### config.mk
export PLATFORM = sky130hd
export DESIGN_NAME = protection_trip_logic_flat
export DESIGN_NICKNAME = d
export VERILOG_FILES = /design/src/design/ptl_pkg.sv /design/src/design/ptl_req_if.sv /design/src/design/ptl_rsp_if.sv /design/src/design/ptl_csr_if.sv /design/src/design/protection_trip_logic.sv /design/src/design/ptl_front.sv /design/src/design/ptl_queue.sv /design/src/design/ptl_back.sv /design/src/flat_wrapper.sv
export SDC_FILE = /design/constraint.sdc
export NUM_CORES = 1
export LEC_CHECK = 0
export BUFFER_PORTS_ARGS = -buffer_cell sky130_fd_sc_hd__buf_2
export CAP_MARGIN = 10
export CORE_MARGIN = 3
export CORE_UTILIZATION = 40
export CTS_BUF_LIST = sky130_fd_sc_hd__clkbuf_8
export DETAILED_ROUTE_END_ITERATION = 10
export SETUP_SLACK_MARGIN = 0.15
export SLEW_MARGIN = 5
export SYNTH_ARGS = -nofsm -noshare
export SYNTH_HDL_FRONTEND = slang
export SYNTH_HIERARCHICAL = 1
export SYNTH_SLANG_ARGS = --single-unit
export TNS_END_PERCENT = 100
### constraint.sdc
create_clock -name clock -period 3.7 [get_ports clock]
set_clock_uncertainty 0.1 [all_clocks]
set_input_delay 0.37 -clock clock [delete_from_list [all_inputs] [get_ports clock]]
set_output_delay 0.37 -clock clock [all_outputs]
set_load 0.005 [all_outputs]
### src/design/ptl_pkg.sv
`timescale 1ns / 1ps
// ----------------------------------------------------------------------------
// Protection trip logic package
// Shared types, constants and level helpers for the protection trip logic.
// ----------------------------------------------------------------------------
package ptl_pkg;

   localparam int LEVEL_WIDTH    = 16;
   localparam int DETECTOR_COUNT = 8;
   localparam int CMP_WIDTH      = (LEVEL_WIDTH > 16) ? LEVEL_WIDTH : 16;
   localparam int COND_COUNT     = 6;
   localparam int MASK_WIDTH     = 8;
   localparam int COUNT_WIDTH    = 4;
   localparam int QUEUE_DEPTH    = 2;

   localparam int B_OVERPOWER = 0;
   localparam int B_PERIOD    = 1;
   localparam int B_FLOW      = 2;
   localparam int B_VOID      = 3;
   localparam int B_SENSOR    = 4;
   localparam int B_MANUAL    = 5;

   localparam int LVL_ALARM_SET = 0;
   localparam int LVL_ALARM_CLR = 1;
   localparam int LVL_TRIP_SET  = 2;
   localparam int LVL_TRIP_CLR  = 3;

   typedef enum logic [2:0] {
      CSR_OVERPOWER_LEVELS    = 3'd0,
      CSR_PERIOD_LEVELS       = 3'd1,
      CSR_FLOW_LEVELS         = 3'd2,
      CSR_VOID_LEVELS         = 3'd3,
      CSR_FLOW_ARM_POWER      = 3'd4,
      CSR_MIN_VALID_DETECTORS = 3'd5,
      CSR_SHUTDOWN_POWER      = 3'd6
   } csr_index_type;

   typedef enum logic [1:0] {
      MODE_NORMAL  = 2'd0,
      MODE_ALARM   = 2'd1,
      MODE_TRIPPED = 2'd2,
      MODE_SAFE    = 2'd3
   } mode_type;

   typedef struct packed {
      logic [63:0]            overpower_levels;
      logic [63:0]            period_levels;
      logic [63:0]            flow_levels;
      logic [63:0]            void_levels;
      logic [15:0]            flow_arm_power;
      logic [COUNT_WIDTH-1:0] min_valid_detectors;
      logic [15:0]            shutdown_power;
   } cfg_type;

   typedef struct packed {
      logic [15:0]           power;
      logic signed [15:0]    period;
      logic [15:0]           coolant_flow;
      logic [15:0]           void_fraction;
      logic [MASK_WIDTH-1:0] detector_valid_mask;
      logic                  manual_scram;
      logic                  rods_fully_inserted;
      logic                  reset_req;
   } req_type;

   typedef struct packed {
      logic [1:0]            mode;
      logic                  scram;
      logic [COND_COUNT-1:0] alarm_bits;
      logic [COND_COUNT-1:0] trip_active_bits;
      logic [COND_COUNT-1:0] trip_latched_bits;
      logic                  reset_refused;
   } rsp_type;

   typedef struct packed {
      logic [COND_COUNT-1:0] alarm_set;
      logic [COND_COUNT-1:0] alarm_clr;
      logic [COND_COUNT-1:0] trip_set;
      logic [COND_COUNT-1:0] trip_clr;
      logic                  manual;
      logic                  safe_ok;
      logic                  reset_req;
   } class_type;

   function automatic logic [CMP_WIDTH-1:0] level_of(input logic [63:0] packed_word,
                                                     input int k);
      logic [127:0] wide;
      wide = {64'd0, packed_word} >> (k * LEVEL_WIDTH);
      return CMP_WIDTH'(wide[LEVEL_WIDTH-1:0]);
   endfunction

   function automatic logic [CMP_WIDTH-1:0] widen(input logic [15:0] value);
      return CMP_WIDTH'(value);
   endfunction

endpackage

### src/design/ptl_req_if.sv
`timescale 1ns / 1ps
// ----------------------------------------------------------------------------
// Protection scan request channel
// Valid and ready handshake carrying one process scan.
// ----------------------------------------------------------------------------
interface ptl_req_if;
   logic                              valid;
   logic                              ready;
   logic [15:0]                       power;
   logic signed [15:0]                period;
   logic [15:0]                       coolant_flow;
   logic [15:0]                       void_fraction;
   logic [ptl_pkg::MASK_WIDTH-1:0]    detector_valid_mask;
   logic                              manual_scram;
   logic                              rods_fully_inserted;
   logic                              reset_req;

   modport source (output valid, power, period, coolant_flow, void_fraction,
                   detector_valid_mask, manual_scram, rods_fully_inserted, reset_req,
                   input ready);
   modport sink (input valid, power, period, coolant_flow, void_fraction,
                 detector_valid_mask, manual_scram, rods_fully_inserted, reset_req,
                 output ready);
endinterface

### src/design/ptl_rsp_if.sv
`timescale 1ns / 1ps
// ----------------------------------------------------------------------------
// Protection scan response channel
// Valid and ready handshake carrying the mode, scram and condition bits.
// ----------------------------------------------------------------------------
interface ptl_rsp_if;
   logic                              valid;
   logic                              ready;
   logic [1:0]                        mode;
   logic                              scram;
   logic [ptl_pkg::COND_COUNT-1:0]    alarm_bits;
   logic [ptl_pkg::COND_COUNT-1:0]    trip_active_bits;
   logic [ptl_pkg::COND_COUNT-1:0]    trip_latched_bits;
   logic                              reset_refused;

   modport source (output valid, mode, scram, alarm_bits, trip_active_bits,
                   trip_latched_bits, reset_refused, input ready);
   modport sink (input valid, mode, scram, alarm_bits, trip_active_bits,
                 trip_latched_bits, reset_refused, output ready);
endinterface

### src/design/ptl_csr_if.sv
`timescale 1ns / 1ps
// ----------------------------------------------------------------------------
// Protection configuration write channel
// Valid and ready handshake carrying a register index and write data.
// ----------------------------------------------------------------------------
interface ptl_csr_if;
   logic        valid;
   logic        ready;
   logic [2:0]  index;
   logic [63:0] data;

   modport source (output valid, index, data, input ready);
   modport sink (input valid, index, data, output ready);
endinterface

### src/design/protection_trip_logic.sv
`timescale 1ns / 1ps
// ----------------------------------------------------------------------------
// Protection trip logic
// Per-scan alarm and trip evaluation with hysteresis, trip latching and a
// four-mode scram machine.
// ----------------------------------------------------------------------------
//  Channel  Direction  Carries
//  req      in         one process scan per request
//  rsp      out        mode, scram, alarm, trip and latch bits, reset refusal
//  csr      in         register index and 64-bit write data
//
// One request a cycle is sustained while the response side does not stall;
// a request's response passes through the queue and then the response
// register, while the classifier is combinational. The two-entry queue lets
// the request side take two more requests while a response waits. Reset
// zeroes configuration and control state, not queue entries or response data.
// ----------------------------------------------------------------------------
module protection_trip_logic (
   input logic       clock,
   input logic       reset,
   ptl_req_if.sink   req,
   ptl_rsp_if.source rsp,
   ptl_csr_if.sink   csr
);
   import ptl_pkg::*;

   cfg_type   cfg_ff;
   cfg_type   cfg_in;
   req_type   req_item;
   class_type class_item;
   class_type queue_item;
   logic      queue_not_full;
   logic      queue_not_empty;
   logic      queue_pop;
   rsp_type   rsp_item;

   assign csr.ready = 1'b1;

   always_comb begin
      cfg_in = cfg_ff;
      if (csr.valid) begin
         case (csr_index_type'(csr.index))
            CSR_OVERPOWER_LEVELS:    cfg_in.overpower_levels    = csr.data;
            CSR_PERIOD_LEVELS:       cfg_in.period_levels       = csr.data;
            CSR_FLOW_LEVELS:         cfg_in.flow_levels         = csr.data;
            CSR_VOID_LEVELS:         cfg_in.void_levels         = csr.data;
            CSR_FLOW_ARM_POWER:      cfg_in.flow_arm_power      = csr.data[15:0];
            CSR_MIN_VALID_DETECTORS: cfg_in.min_valid_detectors = csr.data[COUNT_WIDTH-1:0];
            CSR_SHUTDOWN_POWER:      cfg_in.shutdown_power      = csr.data[15:0];
            default: begin
               cfg_in = cfg_ff;
            end
         endcase
      end
   end

   always_ff @(posedge clock) begin
      if (reset) begin
         cfg_ff <= '0;
      end else begin
         cfg_ff <= cfg_in;
      end
   end

   assign req_item.power               = req.power;
   assign req_item.period              = req.period;
   assign req_item.coolant_flow        = req.coolant_flow;
   assign req_item.void_fraction       = req.void_fraction;
   assign req_item.detector_valid_mask = req.detector_valid_mask;
   assign req_item.manual_scram        = req.manual_scram;
   assign req_item.rods_fully_inserted = req.rods_fully_inserted;
   assign req_item.reset_req           = req.reset_req;

   assign req.ready = queue_not_full;

   ptl_front u_front (
      .req_in    (req_item),
      .cfg_in    (cfg_ff),
      .class_out (class_item)
   );

   ptl_queue u_queue (
      .clock     (clock),
      .reset     (reset),
      .push      (req.valid && queue_not_full),
      .push_data (class_item),
      .not_full  (queue_not_full),
      .pop       (queue_pop),
      .not_empty (queue_not_empty),
      .pop_data  (queue_item)
   );

   ptl_back u_back (
      .clock      (clock),
      .reset      (reset),
      .item_valid (queue_not_empty),
      .item_in    (queue_item),
      .item_pop   (queue_pop),
      .rsp_valid  (rsp.valid),
      .rsp_ready  (rsp.ready),
      .rsp_out    (rsp_item)
   );

   assign rsp.mode              = rsp_item.mode;
   assign rsp.scram             = rsp_item.scram;
   assign rsp.alarm_bits        = rsp_item.alarm_bits;
   assign rsp.trip_active_bits  = rsp_item.trip_active_bits;
   assign rsp.trip_latched_bits = rsp_item.trip_latched_bits;
   assign rsp.reset_refused     = rsp_item.reset_refused;

endmodule

### src/design/ptl_front.sv
`timescale 1ns / 1ps
// ----------------------------------------------------------------------------
// Protection scan classifier
// Compares one scan against the configured levels and gives set and clear
// flags for every alarm and trip condition.
// ----------------------------------------------------------------------------
module ptl_front (
   input  ptl_pkg::req_type   req_in,
   input  ptl_pkg::cfg_type   cfg_in,
   output ptl_pkg::class_type class_out
);
   import ptl_pkg::*;

   logic [CMP_WIDTH-1:0]   pwr;
   logic [CMP_WIDTH-1:0]   per;
   logic [CMP_WIDTH-1:0]   flow;
   logic [CMP_WIDTH-1:0]   vd;
   logic                   per_positive;
   logic                   flow_armed;
   logic                   sensor_fault;
   logic [COUNT_WIDTH-1:0] valid_count;
   logic [COND_COUNT-1:0]  set_bits [2];
   logic [COND_COUNT-1:0]  clr_bits [2];

   assign pwr          = widen(req_in.power);
   assign per          = widen(req_in.period);
   assign flow         = widen(req_in.coolant_flow);
   assign vd           = widen(req_in.void_fraction);
   assign per_positive = !req_in.period[15] && (req_in.period != 16'sd0);
   assign flow_armed   = req_in.power > cfg_in.flow_arm_power;

   always_comb begin
      valid_count = '0;
      for (int i = 0; i < MASK_WIDTH; i++) begin
         if (i < DETECTOR_COUNT) begin
            valid_count = valid_count + COUNT_WIDTH'(req_in.detector_valid_mask[i]);
         end
      end
   end

   assign sensor_fault = valid_count < cfg_in.min_valid_detectors;

   always_comb begin
      for (int s = 0; s < 2; s++) begin
         set_bits[s][B_OVERPOWER] = pwr > level_of(cfg_in.overpower_levels, 2 * s);
         clr_bits[s][B_OVERPOWER] = pwr < level_of(cfg_in.overpower_levels, 2 * s + 1);
         set_bits[s][B_PERIOD] = per_positive
                                 && (per < level_of(cfg_in.period_levels, 2 * s));
         clr_bits[s][B_PERIOD] = !per_positive
                                 || (per > level_of(cfg_in.period_levels, 2 * s + 1));
         set_bits[s][B_FLOW] = flow_armed && (flow < level_of(cfg_in.flow_levels, 2 * s));
         clr_bits[s][B_FLOW] = !flow_armed
                               || (flow > level_of(cfg_in.flow_levels, 2 * s + 1));
         set_bits[s][B_VOID] = vd > level_of(cfg_in.void_levels, 2 * s);
         clr_bits[s][B_VOID] = vd < level_of(cfg_in.void_levels, 2 * s + 1);
         set_bits[s][B_SENSOR] = sensor_fault;
         clr_bits[s][B_SENSOR] = !sensor_fault;
         set_bits[s][B_MANUAL] = req_in.manual_scram;
         clr_bits[s][B_MANUAL] = !req_in.manual_scram;
      end
   end

   assign class_out.alarm_set = set_bits[LVL_ALARM_SET];
   assign class_out.alarm_clr = clr_bits[LVL_ALARM_SET];
   assign class_out.trip_set  = set_bits[LVL_TRIP_SET / 2];
   assign class_out.trip_clr  = clr_bits[LVL_TRIP_CLR / 2];
   assign class_out.manual    = req_in.manual_scram;
   assign class_out.safe_ok   = req_in.rods_fully_inserted
                                && (req_in.power < cfg_in.shutdown_power);
   assign class_out.reset_req = req_in.reset_req;

endmodule

### src/design/ptl_queue.sv
`timescale 1ns / 1ps
// ----------------------------------------------------------------------------
// Classified scan queue
// Two-entry queue between the classifier and the mode machine.
// ----------------------------------------------------------------------------
module ptl_queue (
   input  logic               clock,
   input  logic               reset,
   input  logic               push,
   input  ptl_pkg::class_type push_data,
   output logic               not_full,
   input  logic               pop,
   output logic               not_empty,
   output ptl_pkg::class_type pop_data
);
   import ptl_pkg::*;

   localparam int PTR_WIDTH = $clog2(QUEUE_DEPTH);
   localparam int CNT_WIDTH = $clog2(QUEUE_DEPTH + 1);

   class_type               entry_ff [QUEUE_DEPTH];
   logic [PTR_WIDTH-1:0]    wr_ptr_ff;
   logic [PTR_WIDTH-1:0]    wr_ptr_in;
   logic [PTR_WIDTH-1:0]    rd_ptr_ff;
   logic [PTR_WIDTH-1:0]    rd_ptr_in;
   logic [CNT_WIDTH-1:0]    count_ff;
   logic [CNT_WIDTH-1:0]    count_in;

   assign not_full  = count_ff != CNT_WIDTH'(QUEUE_DEPTH);
   assign not_empty = count_ff != '0;
   assign pop_data  = entry_ff[rd_ptr_ff];

   always_comb begin
      wr_ptr_in = wr_ptr_ff;
      rd_ptr_in = rd_ptr_ff;
      count_in  = count_ff;
      if (push) begin
         wr_ptr_in = (wr_ptr_ff == PTR_WIDTH'(QUEUE_DEPTH - 1)) ? '0 : wr_ptr_ff + 1'b1;
      end
      if (pop) begin
         rd_ptr_in = (rd_ptr_ff == PTR_WIDTH'(QUEUE_DEPTH - 1)) ? '0 : rd_ptr_ff + 1'b1;
      end
      if (push && !pop) begin
         count_in = count_ff + 1'b1;
      end else if (pop && !push) begin
         count_in = count_ff - 1'b1;
      end
   end

   always_ff @(posedge clock) begin
      if (reset) begin
         wr_ptr_ff <= '0;
         rd_ptr_ff <= '0;
         count_ff  <= '0;
      end else begin
         wr_ptr_ff <= wr_ptr_in;
         rd_ptr_ff <= rd_ptr_in;
         count_ff  <= count_in;
      end
   end

   always_ff @(posedge clock) begin
      if (push) begin
         entry_ff[wr_ptr_ff] <= push_data;
      end
   end

endmodule

### src/design/ptl_back.sv
`timescale 1ns / 1ps
// ----------------------------------------------------------------------------
// Protection mode machine
// Applies hysteresis to the condition bits, latches trips, runs the mode
// machine and holds the response register.
// ----------------------------------------------------------------------------
module ptl_back (
   input  logic               clock,
   input  logic               reset,
   input  logic               item_valid,
   input  ptl_pkg::class_type item_in,
   output logic               item_pop,
   output logic               rsp_valid,
   input  logic               rsp_ready,
   output ptl_pkg::rsp_type   rsp_out
);
   import ptl_pkg::*;

   mode_type              mode_ff;
   mode_type              mode_in;
   logic [COND_COUNT-1:0] alarm_ff;
   logic [COND_COUNT-1:0] alarm_in;
   logic [COND_COUNT-1:0] trip_ff;
   logic [COND_COUNT-1:0] trip_in;
   logic [COND_COUNT-1:0] latch_ff;
   logic [COND_COUNT-1:0] latch_in;
   logic [COND_COUNT-1:0] latch_or;
   logic                  grant;
   logic                  refused;
   logic                  rsp_valid_ff;
   logic                  rsp_valid_in;
   rsp_type               rsp_ff;
   rsp_type               rsp_in;

   assign item_pop = item_valid && (!rsp_valid_ff || rsp_ready);

   always_comb begin
      for (int i = 0; i < COND_COUNT; i++) begin
         alarm_in[i] = item_in.alarm_set[i] ? 1'b1 :
                       (item_in.alarm_clr[i] ? 1'b0 : alarm_ff[i]);
         trip_in[i]  = item_in.trip_set[i] ? 1'b1 :
                       (item_in.trip_clr[i] ? 1'b0 : trip_ff[i]);
      end
   end

   assign latch_or = latch_ff | trip_in;
   assign grant    = item_in.reset_req && (trip_in == '0) && !item_in.manual;

   always_comb begin
      mode_in = mode_ff;
      case (mode_ff)
         MODE_NORMAL: begin
            if (latch_or != '0) begin
               mode_in = MODE_TRIPPED;
            end else if (alarm_in != '0) begin
               mode_in = MODE_ALARM;
            end
         end
         MODE_ALARM: begin
            if (latch_or != '0) begin
               mode_in = MODE_TRIPPED;
            end else if (alarm_in == '0) begin
               mode_in = MODE_NORMAL;
            end
         end
         MODE_TRIPPED: begin
            if (item_in.safe_ok) begin
               mode_in = MODE_SAFE;
            end
         end
         MODE_SAFE: begin
            if (grant) begin
               mode_in = MODE_NORMAL;
            end
         end
         default: begin
            mode_in = MODE_NORMAL;
         end
      endcase
   end

   always_comb begin
      latch_in = latch_or;
      refused  = 1'b0;
      case (mode_ff)
         MODE_TRIPPED: begin
            refused = item_in.reset_req;
         end
         MODE_SAFE: begin
            if (grant) begin
               latch_in = '0;
            end
            refused = item_in.reset_req && !grant;
         end
         default: begin
            refused = 1'b0;
         end
      endcase
   end

   always_comb begin
      rsp_in.mode              = mode_in;
      rsp_in.scram             = (mode_in == MODE_TRIPPED) || (mode_in == MODE_SAFE);
      rsp_in.alarm_bits        = alarm_in;
      rsp_in.trip_active_bits  = trip_in;
      rsp_in.trip_latched_bits = latch_in;
      rsp_in.reset_refused     = refused;
   end

   assign rsp_valid_in = item_pop || (rsp_valid_ff && !rsp_ready);

   always_ff @(posedge clock) begin
      if (reset) begin
         mode_ff      <= MODE_NORMAL;
         alarm_ff     <= '0;
         trip_ff      <= '0;
         latch_ff     <= '0;
         rsp_valid_ff <= 1'b0;
      end else begin
         rsp_valid_ff <= rsp_valid_in;
         if (item_pop) begin
            mode_ff  <= mode_in;
            alarm_ff <= alarm_in;
            trip_ff  <= trip_in;
            latch_ff <= latch_in;
         end
      end
   end

   always_ff @(posedge clock) begin
      if (item_pop) begin
         rsp_ff <= rsp_in;
      end
   end

   assign rsp_valid = rsp_valid_ff;
   assign rsp_out   = rsp_ff;

endmodule

### src/flat_wrapper.sv
// flat-port wrapper written by rule: the top's interface ports become plain ports
module protection_trip_logic_flat import ptl_pkg::*;
  (clock, reset, req_valid, req_power, req_period, req_coolant_flow, req_void_fraction, req_detector_valid_mask, req_manual_scram, req_rods_fully_inserted, req_reset_req, req_ready, rsp_valid, rsp_mode, rsp_scram, rsp_alarm_bits, rsp_trip_active_bits, rsp_trip_latched_bits, rsp_reset_refused, rsp_ready, csr_valid, csr_index, csr_data, csr_ready);
  ptl_req_if req_i ();
  ptl_rsp_if rsp_i ();
  ptl_csr_if csr_i ();
  input logic clock;
  input logic reset;
  input wire logic [$bits(req_i.valid)-1:0] req_valid;
  input wire logic [$bits(req_i.power)-1:0] req_power;
  input wire logic [$bits(req_i.period)-1:0] req_period;
  input wire logic [$bits(req_i.coolant_flow)-1:0] req_coolant_flow;
  input wire logic [$bits(req_i.void_fraction)-1:0] req_void_fraction;
  input wire logic [$bits(req_i.detector_valid_mask)-1:0] req_detector_valid_mask;
  input wire logic [$bits(req_i.manual_scram)-1:0] req_manual_scram;
  input wire logic [$bits(req_i.rods_fully_inserted)-1:0] req_rods_fully_inserted;
  input wire logic [$bits(req_i.reset_req)-1:0] req_reset_req;
  output wire logic [$bits(req_i.ready)-1:0] req_ready;
  output wire logic [$bits(rsp_i.valid)-1:0] rsp_valid;
  output wire logic [$bits(rsp_i.mode)-1:0] rsp_mode;
  output wire logic [$bits(rsp_i.scram)-1:0] rsp_scram;
  output wire logic [$bits(rsp_i.alarm_bits)-1:0] rsp_alarm_bits;
  output wire logic [$bits(rsp_i.trip_active_bits)-1:0] rsp_trip_active_bits;
  output wire logic [$bits(rsp_i.trip_latched_bits)-1:0] rsp_trip_latched_bits;
  output wire logic [$bits(rsp_i.reset_refused)-1:0] rsp_reset_refused;
  input wire logic [$bits(rsp_i.ready)-1:0] rsp_ready;
  input wire logic [$bits(csr_i.valid)-1:0] csr_valid;
  input wire logic [$bits(csr_i.index)-1:0] csr_index;
  input wire logic [$bits(csr_i.data)-1:0] csr_data;
  output wire logic [$bits(csr_i.ready)-1:0] csr_ready;
  assign req_i.valid = req_valid;
  assign req_i.power = req_power;
  assign req_i.period = req_period;
  assign req_i.coolant_flow = req_coolant_flow;
  assign req_i.void_fraction = req_void_fraction;
  assign req_i.detector_valid_mask = req_detector_valid_mask;
  assign req_i.manual_scram = req_manual_scram;
  assign req_i.rods_fully_inserted = req_rods_fully_inserted;
  assign req_i.reset_req = req_reset_req;
  assign req_ready = req_i.ready;
  assign rsp_valid = rsp_i.valid;
  assign rsp_mode = rsp_i.mode;
  assign rsp_scram = rsp_i.scram;
  assign rsp_alarm_bits = rsp_i.alarm_bits;
  assign rsp_trip_active_bits = rsp_i.trip_active_bits;
  assign rsp_trip_latched_bits = rsp_i.trip_latched_bits;
  assign rsp_reset_refused = rsp_i.reset_refused;
  assign rsp_i.ready = rsp_ready;
  assign csr_i.valid = csr_valid;
  assign csr_i.index = csr_index;
  assign csr_i.data = csr_data;
  assign csr_ready = csr_i.ready;
  protection_trip_logic u_core (.clock(clock), .reset(reset), .req(req_i), .rsp(rsp_i), .csr(csr_i));
endmodule
==> results of run 1 <==
-- flip-flops by register name, summed over array words and instances, names as in the netlist, 2 cells and up, named ones only --
name                     count
u_core/u_back/latch_ff       6
u_core/u_back/rsp_out       21
u_core/u_queue/entry_ff     54
u_core/u_back/trip_ff        6
u_core/u_back/mode_ff        2
u_core/u_back/alarm_ff       6
u_core/u_queue/count_ff      2
u_core/cfg_ff              292
-- kinds of logic (layout without fill, tap and decap cells) --
kind of cell,count (synthesis),count (layout),share of synthesized area (%)
multiplexers,321,321,14.3
AO/OA/AOI/OAI,269,269,8.16
other,1,4,0.0165
adder cells (fa/ha/maj),290,290,16.1
buffers and inverters,397,633,7.20
AND/OR/NAND/NOR,603,603,16.0
flip-flops,393,393,38.0
XOR/XNOR,5,5,0.193
-- worst max-delay path by stage --
stage	startpoint	to	slack, ns	cells after the start
floorplan	req_detector_valid_mask[0]	u_core/u_queue/entry_ff[0][19]$_DFFE_PP_	-0.03	13
global placement	req_detector_valid_mask[0]	u_core/u_queue/entry_ff[0][7]$_DFFE_PP_	-0.26	14
detailed placement	req_detector_valid_mask[0]	u_core/u_queue/entry_ff[0][19]$_DFFE_PP_	-0.31	14
CTS	req_detector_valid_mask[0]	u_core/u_queue/entry_ff[0][7]$_DFFE_PP_	0.38	14
global route	req_detector_valid_mask[0]	u_core/u_queue/entry_ff[1][7]$_DFFE_PP_	0.27	14
finish	req_detector_valid_mask[0]	u_core/u_queue/entry_ff[0][19]$_DFFE_PP_	0.31	14
-- synth_stat cells, drive strengths merged (40+ instances only) --
master,number,share of area (%)
a21o,52,1.7
a21oi,104,2.3
buf,50,1.5
clkbuf,43,0.71
dfxtp,318,28
edfxtp,75,9.9
ha,286,16
inv,304,5.0
mux2i,294,13
nand2,46,0.76
nand2b,361,10
nand4,57,1.6
nor2,40,0.69
-- final cells by class --
cell class | instances | area share, %
multi-input combinational | 1489 | 48.6
sequential | 393 | 33.5
clock buffer | 85 | 4.55
inverter | 304 | 4.46
timing repair buffer | 197 | 4.29
tap | 748 | 3.64
clock inverter | 47 | 0.934
antenna | 3 | 0.0292
-- routing by layer --
| layer | wire length (microns) | GRT usage, % |
|---|---|---|
| met1 | 30600 | 29.8 |
| met2 | 30500 | 35.3 |
| met3 | 4070 | 4.38 |
| met4 | 2470 | 8.68 |
| met5 | 0 | 0 |
-- stage by stage --
stage	TNS (ns)	std cells	hold WS (ns)	utilization (%)	cell area, sq um
floorplan	-0.0653	2279	0.326	-	22700
global placement	-1.77	3128	0.339	43.6	24300
finish	0	3266	0.133	46.2	25700
detailed placement	-2.17	3128	0.352	43.6	24300
CTS	0	3263	0.0768	46.2	25700
global route	0	3263	0.102	46.2	25700
-- worst min-delay path: cells and delay by family --
family	cells	cell delay [ns]
buf+inv	1	0.07
simple gates	2	0.28
xor+xnor	1	0.08
-- report_power, final --
part | internal, mW | switching, mW
clock | 2.17 | 1.87
combinational | 0.965 | 1.41
sequential | 4.85 | 0.160
-- repair_timing --
item,CTS,global route
setup endpoints to repair,0,0
hold buffers,3,0
endpoints found under the hold margin,11,0
setup buffers,0,0
resized for setup,0,0
==> out/results.tsv, run 1 <==
metric	value	unit
yosysWarnings	6	
final_hold_viol_count	0	
crit_required	3.97	ns
fill_cells	5371	
timing.rr.end	u_core/u_queue/entry_ff[0][5]$_DFFE_PP_	
final-seq-area	0.00862	sq mm
worst_ir_drop_vdd	0.000350	V
max_fclk	0.295	GHz
floorplan.die.height	244	microns
timing.rr.start	u_core/cfg_ff[35]$_SDFFE_PP0P_	
dp_slack	-0.312	ns
slowest_delay	0.55	ns
synth_cell_types	67	
timing.setup.critical_path_class	in -> reg	
die-width	244	microns
critical_path.slowest_cell	fa_1	
post_synth_instance_area	0.0227	sq mm
htree_levels	3	
number_of_flops_mapped_to_enable_cells_by_yosys	75	
antenna_violations_before_repair	0	
max_slew_violations	0	
regToRegSetupSlack	1.11	ns
path_cells	buf_2 -> inv_8 -> fa_1 -> fa_1 -> fa_1 -> inv_1 -> ha_2 -> fa_1 -> ha_1 -> a21o_1 -> a21o_1 -> a21oi_2 -> buf_4 -> inv_1	
worst_hold_startpoint	req_valid	
proportion_of_layout_cells_with_a_drive_suffix_above_1	13.0	%
report.final.setup_viol	0	
drt_first_iter_violations	968	
avgRoutedWirePerCell	20.7	microns
vias_in_the_first_global_route	16749	
core.rowCount	86	
port_buffers	170	
clockRootBuffer	clkbuf_8	
clk_transition_reported_paths	0.06	ns
ff2ff_path_depth	8	
arrival	3.65	ns
grt_overflow	0	
largest_fanout_on_the_critical_path	4	
max_cap_violations	0	
finalWorstPathRequiredPeriod	3.39	ns
via_count	16808	
syn-mean-instance-area	9.95	sq um
postSynth.topFlopCell	dfxtp_1	
worst-path-buf-inv	5	
design.final.nets	2895	
grt_setup_unrepaired	no	
timing.final.ws_setup	0.313	ns
drt-pass1-iter-count	5	
maxSlewHeadroom	16.8	%
gpl.final_weighted_congestion	0.857	
cts-root-to-sink-buffers	3	
mostFrequentLayoutCell	nand2b_1	
placeableCoreArea	0.0556	sq mm
grt_pass1_wl	99600	microns
critPathLaunchType	input port	
antenna_violating_nets_post_route	0	
insertion_delay	0.64	ns
synth-seq-cells	393	
hold_path.class	in -> reg	
clkSinkCount	393	
cts_made_buffers	73	
end_kind	flip-flop	
min_delay_path_depth	4	
largest_net_degree_at_the_start_of_global_routing	106	
postRouteWirelength	67600	microns
leading_cell_types_in_the_layout_fill_and_taps_excluded	361 x nand2b_1, 338 x inv_1, 318 x dfxtp_1, 294 x mux2i_1, 285 x ha_1	
io_pins	172	
timing_worst_slew_pin_value	1.22	ns
power-per-cell-area	444	mW/mm^2
crit_top_cell	fa_1	
synthesis.nets	2716	
postSynth.asyncResetShare	0	%
fp.dieArea	0.0596	sq mm
areaGrowthSynthToFinish	13.4	%
worst_hold_path.endpoint	u_core/u_queue/wr_ptr_ff$_SDFFE_PP0P_	
cellLeakagePower	11.3	nW
hpwlAfterDp	48200	microns
multiInputGateArea	0.0125	sq mm
start_util	40.8	%
total_power	11.4	mW
critical-path-top-delay-family	adder cells	
outcome	completed	
routed_via_density	5.15	
yosysSeqAreaShare	38.0	%
track_usage	22.2	%
post_synthesis_instance_total	2279	
clock_tree_from_tritoncts	built	
period_share	91.5	%
route.detailed.drc	0	
Note: power is estimated with default switching activity, not from simulation.
==> inputs of run 2 (changes only) <==
- GPL_TIMING_DRIVEN: not set -> 0
==> run 2 against run 1 <==
Critical path depth is the same; power grew 1.2%; count of clock-buffer cells in the layout grew 1; worst setup slack lost 0.13 ns; non-clock buffer count grew 64; via count grew 2.0%; highest routed layer is now met5.
==> out/results.tsv, run 2 (synthesis results as in run 1) <==
metric	value	unit
outcome	completed	
port_buffers	165	
p_sw	3.47	mW
drt-pass1-iter-count	5	
path_cells	buf_8 -> inv_4 -> fa_1 -> fa_1 -> fa_1 -> inv_1 -> ha_2 -> fa_1 -> ha_1 -> a21o_1 -> a21o_1 -> a21oi_4 -> inv_2 -> buf_6	
hold_path.class	in -> reg	
critical-path-top-delay-family	adder cells	
crit_path_start	req_detector_valid_mask[3]	
largest_fanout_on_the_critical_path	3	
leading_cell_types_in_the_layout_fill_and_taps_excluded	361 x nand2b_1, 324 x inv_1, 318 x dfxtp_1, 294 x mux2i_1, 285 x ha_1	
worst_ir_drop_vdd	0.000239	V
grt_pass1_wl	104000	microns
cts_made_buffers	72	
total_power	11.6	mW
critPathLaunchType	input port	
timing.rr.end	u_core/u_queue/entry_ff[0][17]$_DFFE_PP_	
via_count	17150	
avgRoutedWirePerCell	21.2	microns
mostFrequentLayoutCell	nand2b_1	
crit_top_cell	fa_1	
routed_via_density	5.16	
largest_register_ffs	292	
worst_hold_startpoint	csr_index[2]	
antennaDiodeCount	0	
maxSlewHeadroom	25.9	%
antenna_violations_before_repair	5	
max_fclk	0.285	GHz
grt_overflow	0	
min_delay_path_depth	4	
max_slew_violations	0	
swShare	30.0	%
cp.depth	14	
track_usage	23.3	%
regToRegSetupSlack	1.00	ns
core.rowCount	86	
die-width	244	microns
slowest_delay	0.56	ns
grt_setup_unrepaired	yes	
power-per-cell-area	445	mW/mm^2
cts-root-to-sink-buffers	3	
timing_worst_slew_pin_value	1.11	ns
timing.rr.start	u_core/cfg_ff[35]$_SDFFE_PP0P_	
power.clock.fraction	35.4	%
arrival	3.79	ns
ff2ff_path_depth	8	
finalWorstPathRequiredPeriod	3.51	ns
critical_path.slowest_cell	fa_1	
areaGrowthSynthToFinish	14.4	%
clkSinkCount	393	
antenna_violating_nets_post_route	0	
end_kind	flip-flop	
insertion_delay	0.64	ns
placeableCoreArea	0.0556	sq mm
worst-path-buf-inv	5	
crit_required	3.97	ns
timing.setup.critical_path_class	in -> reg	
io_pins	172	
htree_levels	3	
final_hold_viol_count	0	
period_share	95.0	%
design.final.nets	2958	
totalNegativeSetupSlack	0	ns
registers.top_by_ff_count	u_core/cfg_ff	
clk_transition_reported_paths	0.06	ns
p_int	8.09	mW
pwr-share-comb	21.2	%
pwr-share-seq	43.3	%
gpl.final_weighted_congestion	0.883	
clockRootBuffer	clkbuf_8	
fp.dieArea	0.0596	sq mm
largest_net_degree_at_the_start_of_global_routing	33	
clock_tree_from_tritoncts	built	
drt_first_iter_violations	1043	
vias_in_the_first_global_route	17734	
cellLeakagePower	11.3	nW
postRouteWirelength	70400	microns
route.detailed.drc	0	
floorplan.die.height	244	microns
hpwlAfterDp	51600	microns
postCtsSetupRepairBufs	0	
worst_hold_path.endpoint	u_core/cfg_ff[276]$_SDFFE_PP0P_	
report.final.setup_viol	0	
start_util	40.8	%
proportion_of_layout_cells_with_a_drive_suffix_above_1	13.7	%
max_cap_violations	0	
[run 2: cell types whose count changed in the layout (fill, tap and decap cells not counted), moves of 3 or more]
cell      change
buf_2        +23
buf_4         -7
buf_6         +5
clkbuf_1     +42
clkinv_1      +3
clkinv_2      +5
diode_2       -3
inv_1        -14
[run 2: layout make-up]
class | instances | area [sq um]
well taps | 748 | 936
plain buffers | 93 | 497
inverters | 304 | 1150
repair buffers | 168 | 868
clock buffers | 86 | 1180
fillers | 5399 | 29700
clock inverters | 42 | 233
multi-input cells | 1489 | 12500
flip-flops and latches | 393 | 8620
[run 2: per-layer routing]
| metal | track usage [%] | part of all wire (%) | up-vias |
|---|---|---|---|
| met2 | 36.0 | 43 | 557 |
| li1 | - | - | 8272 |
| met4 | 11.8 | 5.4 | 6 |
| met5 | 0 | 0.051 | - |
| met1 | 30.3 | 44 | 8138 |
| met3 | 5.48 | 7.3 | 177 |
[run 2: worst max path at each step]
stage	end	slack (ns)
2_1_floorplan	u_core/u_queue/entry_ff[0][19]$_DFFE_PP_	-0.03
3_3_place_gp	u_core/u_queue/entry_ff[0][19]$_DFFE_PP_	-0.53
3_5_place_dp	u_core/u_queue/entry_ff[1][19]$_DFFE_PP_	-0.61
4_1_cts	u_core/u_queue/entry_ff[0][19]$_DFFE_PP_	0.19
5_1_grt	u_core/u_queue/entry_ff[0][19]$_DFFE_PP_	0.14
6_report	u_core/u_queue/entry_ff[0][19]$_DFFE_PP_	0.19
[run 2: power groups by stage]
stage / clock network [mW] / registers (mW) / logic (mW)
after CTS: 4.22 / 5.01 / 2.44
after floorplan: 0 / 5.08 / 1.55
final: 4.10 / 5.01 / 2.45
after detailed placement: 0 / 5.10 / 2.41
after global placement: 0 / 5.09 / 2.33
after global routing: 4.40 / 5.05 / 2.69
[run 2: worst min-delay path: cells and delay by family]
kind / cells / cell delay [ns]
AND/OR/NAND/NOR: 1 / 0.13
buffers and inverters: 2 / 0.24
multiplexers: 1 / 0.07
[run 2: per-stage QoR]
step | util (%) | setup slack (ns) | instance area (sq um) | instances | hold WS, ns
2_1_floorplan | - | -0.0327 | 22700 | 2279 | 0.326
3_3_place_gp | 44.0 | -0.532 | 24500 | 3192 | 0.342
3_5_place_dp | 44.0 | -0.612 | 24500 | 3192 | 0.350
4_1_cts | 46.6 | 0.191 | 25900 | 3323 | 0.0763
5_1_grt | 46.6 | 0.145 | 25900 | 3323 | 0.0991
6_report | 46.6 | 0.186 | 25900 | 3323 | 0.123
[run 2: repair_timing]
action	in CTS	in global routing
hold buffers	3	0
endpoints found under the setup margin	2	2
pin swaps	0	4
hold endpoints to repair	11	0
gates resized for setup	1	8
==> inputs of run 3 (changes only) <==
- ABC_AREA: not set -> 1
==> run 3 against run 2 <==
Maximum frequency increased by 10%; first-iteration DRC count increased by 51%; sequential power increased by 2%; core utilization decreased by 0.37 points; clock power increased by 1%; non-clock buffer count increased by 51; combinational power increased by 29%; worst hold slack got worse by 0.0015 ns; sequential share of layout area decreased by 0.99 points.
==> out/results.tsv, run 3 <==
metric	value	unit
outcome	completed	
htree_levels	3	
leading_cell_types_in_the_layout_fill_and_taps_excluded	668 x nor2_1, 573 x nand2_1, 476 x inv_1, 318 x dfxtp_1, 317 x nand3_1	
post_cts_resized	0	
start_util	40.5	%
synthesis.nets	3635	
arrival	3.50	ns
via_count	20975	
synth-seq-cells	393	
clock_tree_from_tritoncts	built	
clk_transition_reported_paths	0.06	ns
crit_required	4.01	ns
gpl.final_weighted_congestion	0.881	
postCtsSetupRepairBufs	0	
worst_ir_drop_vdd	0.000276	V
timing_worst_slew_pin_value	0.977	ns
design.final.nets	3885	
yosysSeqAreaShare	36.8	%
fin_worst_hold_slack	0.121	ns
avgRoutedWirePerCell	18.2	microns
hold_path.class	in -> reg	
floorplan.die.height	248	microns
routed_via_density	4.91	
power-per-cell-area	464	mW/mm^2
yosysWarnings	6	
cts-root-to-sink-buffers	3	
netlist_top_cells_area	dfxtp_1 27%, ha_1 15%, nor2_1 11%	
antenna_violating_nets_post_route	0	
largest_fanout_on_the_critical_path	3	
max_slew_violations	0	
post_synth_instance_area	0.0234	sq mm
registers.top_by_ff_count	u_core/cfg_ff	
detailed_place.area	0.0252	sq mm
insertion_delay	0.67	ns
critPathLaunchType	input port	
number_of_flops_mapped_to_enable_cells_by_yosys	75	
stdcell_count	4271	
max_cap_violations	0	
postSynth.topFlopCell	dfxtp_1	
clockRootBuffer	clkbuf_8	
hpwlAfterDp	55500	microns
cts_hold_buffers	6	
finalWorstPathRequiredPeriod	3.19	ns
grt_pass1_wl	114000	microns
grt_setup_unrepaired	no	
track_usage	25.2	%
areaGrowthSynthToFinish	14.3	%
proportion_of_layout_cells_with_a_drive_suffix_above_1	12.7	%
postSynth.asyncResetShare	0	%
period_share	86.2	%
path_cells	buf_2 -> inv_8 -> fa_1 -> fa_1 -> fa_1 -> inv_1 -> ha_2 -> fa_2 -> ha_1 -> o21ai_1 -> nand2_1 -> a31oi_2 -> inv_1 -> buf_4	
critical_path.slowest_cell	fa_1	
post-synth-top-count-cell	nor2_1	
max_fclk	0.313	GHz
clkSinkCount	393	
synth_cell_types	44	
fp.dieArea	0.0614	sq mm
grt_overflow	0	
mostFrequentLayoutCell	nor2_1	
numPlacedInstances	4132	
final_hold_viol_count	0	
fin_area	0.0267	sq mm
synth_area_leader_cell	dfxtp_1	
post_synthesis_instance_total	3198	
vias_in_the_first_global_route	19360	
route.detailed.drc	0	
die-width	248	microns
cts_made_buffers	72	
placeableCoreArea	0.0578	sq mm
report.final.setup_viol	0	
drt_first_iter_violations	1580	
end_kind	flip-flop	
largest_net_degree_at_the_start_of_global_routing	33	
cellLeakagePower	12.0	nW
core.rowCount	88	
postRouteWirelength	77700	microns
syn-mean-instance-area	7.31	sq um
io_pins	172	
port_buffers	169	
timing.setup.critical_path_class	in -> reg	
crit_top_cell	fa_1	
slowest_delay	0.54	ns
largest_register_ffs	292	
antenna_violations_before_repair	1	
drt-pass1-iter-count	5	
synth.top_cell.area_share	27.2	%
total_power	12.4	mW
maxSlewHeadroom	34.9	%
synth_top_cells_by_count	669 x nor2_1, 573 x nand2_1, 452 x inv_1	
-- run 3: through the flow --
stage / worst slack, ns / setup TNS (ns) / utilization [%]
floorplan: 0.106 / 0 / -
global placement: -0.140 / -0.319 / 43.6
detailed placement: -0.171 / -0.439 / 43.6
CTS: 0.552 / 0 / 46.2
global route: 0.398 / 0 / 46.3
finish: 0.509 / 0 / 46.3
-- run 3: power breakdown --
part	internal, mW	switching (mW)	total [mW]	leakage (nW)
Combinational	1.20	1.97	3.17	7.93
Sequential	4.93	0.176	5.11	3.29
Clock	2.20	1.94	4.14	0.826
Total	8.33	4.09	12.4	12.0
-- run 3: cells by family after synthesis --
logic type,after synthesis,synth area share [%]
compound gates,257,6.11
xor+xnor,2,0.0749
other cells,1,0.0160
flops,393,36.8
simple gates,1623,28.7
buf+inv,605,11.0
mux,27,1.62
fa+ha+maj,290,15.6
-- run 3: layout make-up --
type / instances / area (sq um)
tap: 765 / 957
timing repair buffer: 176 / 933
fill: 6046 / 31100
inverter: 469 / 1770
sequential: 393 / 8620
clock buffer: 86 / 1180
multi-input combinational: 2200 / 12200
antenna: 1 / 2.50
buffer: 136 / 807
clock inverter: 45 / 248
-- run 3: final timing paths --
kind	end	start	cells past startpoint	slack [ns]
setup / recovery	u_core/u_queue/entry_ff[1][19]$_DFFE_PP_	req_detector_valid_mask[0]	14	0.51
hold / removal	u_core/u_queue/entry_ff[1][1]$_DFFE_PP_	req_rods_fully_inserted	5	0.12
setup reg to reg	u_core/u_queue/count_ff[1]$_SDFFE_PP0P_	u_core/u_queue/count_ff[0]$_SDFFE_PP0P_	13	1.46
hold reg to reg	u_core/cfg_ff[214]$_SDFFE_PP0P_	u_core/cfg_ff[214]$_SDFFE_PP0P_	2	0.38
-- run 3: per-layer routing --
metal / wire, microns / vias up / global-route usage, %
met5: 58 / - / 0.795
met4: 3010 / 2 / 10.2
met3: 5520 / 137 / 4.67
met2: 35100 / 620 / 41.2
met1: 34000 / 9568 / 32.7
li1: - / 10648 / -
-- run 3: worst max-delay path, delay by kind of cell --
kind | cells | cell delay, ns
fa+ha+maj | 6 | 2.35
buf+inv | 5 | 0.44
compound gates | 2 | 0.26
simple gates | 1 | 0.07
